## src/rtl/rwrv_pkg.sv

```systemverilog
// ----------------------------------------------------------------------------
// rwrv_pkg
// Shared types and constants for the ray/wall range voltage block.
// ----------------------------------------------------------------------------
package rwrv_pkg;

    localparam int MAX_WALLS_DEF = 64;

    localparam int COORD_W = 32;
    localparam int ENTRY_W = 4 * COORD_W;
    localparam int MUL_W   = 34;
    localparam int PROD_W  = 2 * MUL_W;

    localparam logic [16:0] VOLT_OFFSET = 17'd111411;
    localparam logic [18:0] VOLT_SLOPE  = 19'd324403;
    localparam logic [16:0] VOLT_CLAMP  = 17'd117965;

    localparam logic [1:0] CFG_DIR_X  = 2'd0;
    localparam logic [1:0] CFG_DIR_Y  = 2'd1;
    localparam logic [1:0] CFG_COUNT  = 2'd2;

    localparam logic OP_WRITE   = 1'b0;
    localparam logic OP_MEASURE = 1'b1;

    typedef struct packed {
        logic signed [MUL_W-1:0] a;
        logic signed [MUL_W-1:0] b;
    } mul_req_t;

    typedef struct packed {
        logic [COORD_W-1:0] end_y;
        logic [COORD_W-1:0] end_x;
        logic [COORD_W-1:0] start_y;
        logic [COORD_W-1:0] start_x;
    } wall_t;

endpackage

```

## src/rtl/rwrv_mul.sv

```systemverilog
// ----------------------------------------------------------------------------
// rwrv_mul
// Shared signed multiplier with registered product.
// ----------------------------------------------------------------------------
module rwrv_mul
    import rwrv_pkg::*;
(
    input  logic                     aclk,
    input  mul_req_t                 req,
    output logic signed [PROD_W-1:0] prod
);

    logic signed [PROD_W-1:0] prod_reg;

    always_ff @(posedge aclk) begin
        prod_reg <= req.a * req.b;
    end

    assign prod = prod_reg;

endmodule

```

## config.mk

```make
export PLATFORM = sky130hd
export DESIGN_NAME = rwrv_mul
export DESIGN_NICKNAME = d
export VERILOG_FILES = /design/src/rtl/rwrv_pkg.sv /design/src/rtl/rwrv_mul.sv
export SDC_FILE = /design/constraint.sdc
export NUM_CORES = 2
export LEC_CHECK = 0
export BUFFER_PORTS_ARGS = -buffer_cell sky130_fd_sc_hd__buf_2
export CAP_MARGIN = 20
export CORE_MARGIN = 2
export CORE_UTILIZATION = 45
export DETAILED_ROUTE_END_ITERATION = 8
export GPL_TIMING_DRIVEN = 1
export PLACE_DENSITY = 0.59
export SETUP_SLACK_MARGIN = 0.5
export SKIP_CTS_REPAIR_TIMING = 1
export SLEW_MARGIN = 20
export SYNTH_ARGS = -nofsm -noshare
export SYNTH_HDL_FRONTEND = slang
export SYNTH_SLANG_ARGS = --single-unit
export TNS_END_PERCENT = 10
```

## constraint.sdc

```tcl
create_clock -name aclk -period 10.85 [get_ports aclk]
set_input_delay 2.17 -clock aclk [delete_from_list [all_inputs] [get_ports aclk]]
set_output_delay 2.17 -clock aclk [all_outputs]
set_load 0.01 [all_outputs]
```

==> Flow_metrics.wiki <==
{| class="wikitable"
! Metric !! Value
|-
| Shortest clock period the worst path allows after layout || 10.05 ns
|-
| Vias in the first global route || 32.8k
|-
| Clock buffer depth || 2
|-
| Total I/O pin count || 137
|-
| Critical setup path kind || primary input to flop
|-
| Number of synthesis warnings || 0
|-
| Master cell of the clock root buffer || clkbuf_16
|-
| Total global routing overflow || 0
|-
| Routed vias/inst || 5.10
|-
| Post-detailed-route count of antenna-violating nets || 0
|-
| CP Capture Type || flop
|-
| Cell area after synthesis || 0.0430 mm²
|-
| Origin of the worst min-delay path || req[0]
|-
| Maximum number of pins on one net before global-route repair || 35
|-
| Total length of routed wires || 118 mm
|-
| Vert. Die Dim || 313 µm
|-
| Total Nets Final || 6053
|-
| Routed length per placed instance || 20.3 µm
|-
| Number of filler instances in the final layout || 9065
|-
| Final total negative setup slack || 0 ns
|-
| Area enclosed by the die boundary || 0.0981 mm²
|-
| Most common library cell in the layout ignoring fill and taps || fa_1
|-
| Final worst path period share || 92.7%
|-
| Wire length of the first global-routing pass || 191 mm
|-
| Syn Nets || 6068
|-
| Hold crit path type || primary input to flop
|-
| Post-Synthesis Cells || 4554
|-
| Critical Path Source Type || primary input
|-
| Fraction of final layout cells with drive strength greater than 1 || 5.48%
|-
| H-Tree Depth || 3
|-
| Flip-flop count of the largest register after layout || 68
|-
| Top FF cell, synth || dfxtp_1
|-
| Floorplan die width || 313 µm
|-
| GR Util All Layers || 25.7%
|-
| FMAX || 99.5 MHz
|-
| Launching instance or port of the critical path || req[48]
|-
| Largest fanout on the critical path || 34
|-
| Unrepaired setup endpoints after global routing || no
|-
| Number of hold violations in the final report || 0
|-
| Mean area per synthesized cell || 9.45 µm²
|-
| Pre-Repair DR Iteration Count || 6
|-
| Most frequent cells in the layout || fa_1 (1241), inv_1 (1231), and2_1 (621)
|-
| Number of antenna violations at the first check in global routing || 16
|-
| Worst slew margin || 25.6%
|-
| DR iter-0 viols || 1750
|-
| CTS buffer count || 9
|-
| Max Transition Viols Final || 0
|-
| Number of enable-type register cells in the synthesized netlist || 0
|-
| Yosys cell types || 69
|-
| DRC violation count after routing || 0
|-
| Final core area utilization || 47.6%
|-
| CTS tree || done
|-
| Outcome || finished, final reports clean
|-
| CP Data Arrival Time || 10.40 ns
|-
| Transition time at the pin with the least slew margin || 1.12 ns
|-
| Row cnt || 113
|-
| I/O Buffers || 136
|-
| Proportion of synthesized chip area in sequential cells || 3.16%
|-
| Layout area overhead || 5.02%
|-
| Area of the core region || 0.0949 mm²
|-
| Clock slew at reported path FFs || 0.06 ns
|-
| Routability congestion estimate || 0.909
|-
| Clock sink count || 68
|-
| Setup violations, final || 0
|-
| Number of synthesized register bits || 68
|-
| Starting utilization of the core area || 45.4%
|-
| DPL Wire Length || 95.5 mm
|-
| Post-synth ARST share || 0%
|-
| CP Data Required Time || 11.19 ns
|-
| Vias || 29.6k
|-
| Maxcap violations || 0
|}
## layer usage
| metal | vias up | wire, µm | track usage, % |
|---|---|---|---|
| met5 | - | 82 | 0 |
| met4 | 14 | 3600 | 7.86 |
| met3 | 231 | 8600 | 4.59 |
| met2 | 995 | 57400 | 42.7 |
| met1 | 15600 | 48500 | 34.5 |
| li1 | 12800 | - | - |
## cell usage after synthesis (all sizes together) (4+ instances only)
master,instances,area (µm²)
nand3,11,55.1
o41ai,6,75.1
o21a,4,30.0
a221oi,4,41.3
a21oi,63,323
o21bai,12,90.1
a211oi,7,57.6
clkbuf,217,821
inv,1231,4620
or2,4,25.0
and3,8,53.8
nor2,56,215
nand2b,20,125
nand4,11,68.8
a31oi,10,90.1
xor2,23,201
nand2,542,2030
nor2b,9,56.3
o21ai,41,224
buf,9,58.8
dfxtp,68,1360
nor3,5,25.0
fa,1241,24800
xnor2,56,490
and2,623,3900
a21o,37,278
ha,204,2550
## stage by stage
| stage | instance area, µm² | hold slack, ns | setup WS [ns] | std cells |
|---|---|---|---|---|
| after floorplan | 43000 | 2.30 | 1.19 | 4554 |
| after global placement | 44900 | 2.56 | 0.528 | 5793 |
| after detailed placement | 44900 | 2.56 | 0.434 | 5793 |
| after CTS | 45200 | 2.30 | 0.872 | 5809 |
| after global routing | 45200 | 2.32 | 0.556 | 5810 |
| final | 45200 | 2.31 | 0.796 | 5815 |
## critical path, cell delays in order
cell      delay [ns]
buf_2           0.74
nand2_1         0.17
fa_1            0.46
fa_1            0.52
inv_1           0.05
fa_1            0.54
inv_1           0.08
fa_1            0.53
inv_1           0.05
fa_1            0.50
inv_1           0.06
fa_1            0.54
inv_1           0.06
fa_1            0.51
fa_1            0.43
ha_1            0.35
nand4_1         0.24
o221ai_1        0.23
o21ai_2         0.27
o21ai_1         0.19
a211oi_2        0.65
o21ai_4         0.22
a31oi_2         0.30
nor2_2          0.10
o41ai_2         0.24
xnor2_1         0.15
## layout make-up
cell class                      count  area (µm²)  share of cell area (%)
Multi-Input combinational cell   3026       36100                    80.0
Inverter                         1232        4620                    10.2
Tap cell                         1265        1580                    3.50
Sequential cell                    68        1360                    3.01
Timing Repair Buffer              202        1180                    2.61
Clock buffer                       11         243                   0.537
Clock inverter                      5        37.5                  0.0831
Antenna cell                        6        15.0                  0.0332
## worst paths after layout
check | endpoint | slack [ns] | depth (start not counted)
worst max-delay path | prod[65]$_DFF_P_ | 0.80 | 26
worst min-delay path | prod[0]$_DFF_P_ | 2.31 | 2
## logic make-up (layout without fill, tap and decap cells)
logic type,after synthesis,in the layout,share of synthesized area (%)
xor gates and xnor gates,79,79,1.61
DFF,68,68,3.16
adders and majority gates,1445,1445,63.7
other,0,6,0
and+or+nand+nor,1296,1296,15.4
buffers and inverters,1460,1450,12.8
AOI/OAI and AO/OA,206,206,3.35
Power is not shown: default switching activity piles up to over one toggle a cycle in this logic, so the estimate is an artifact.
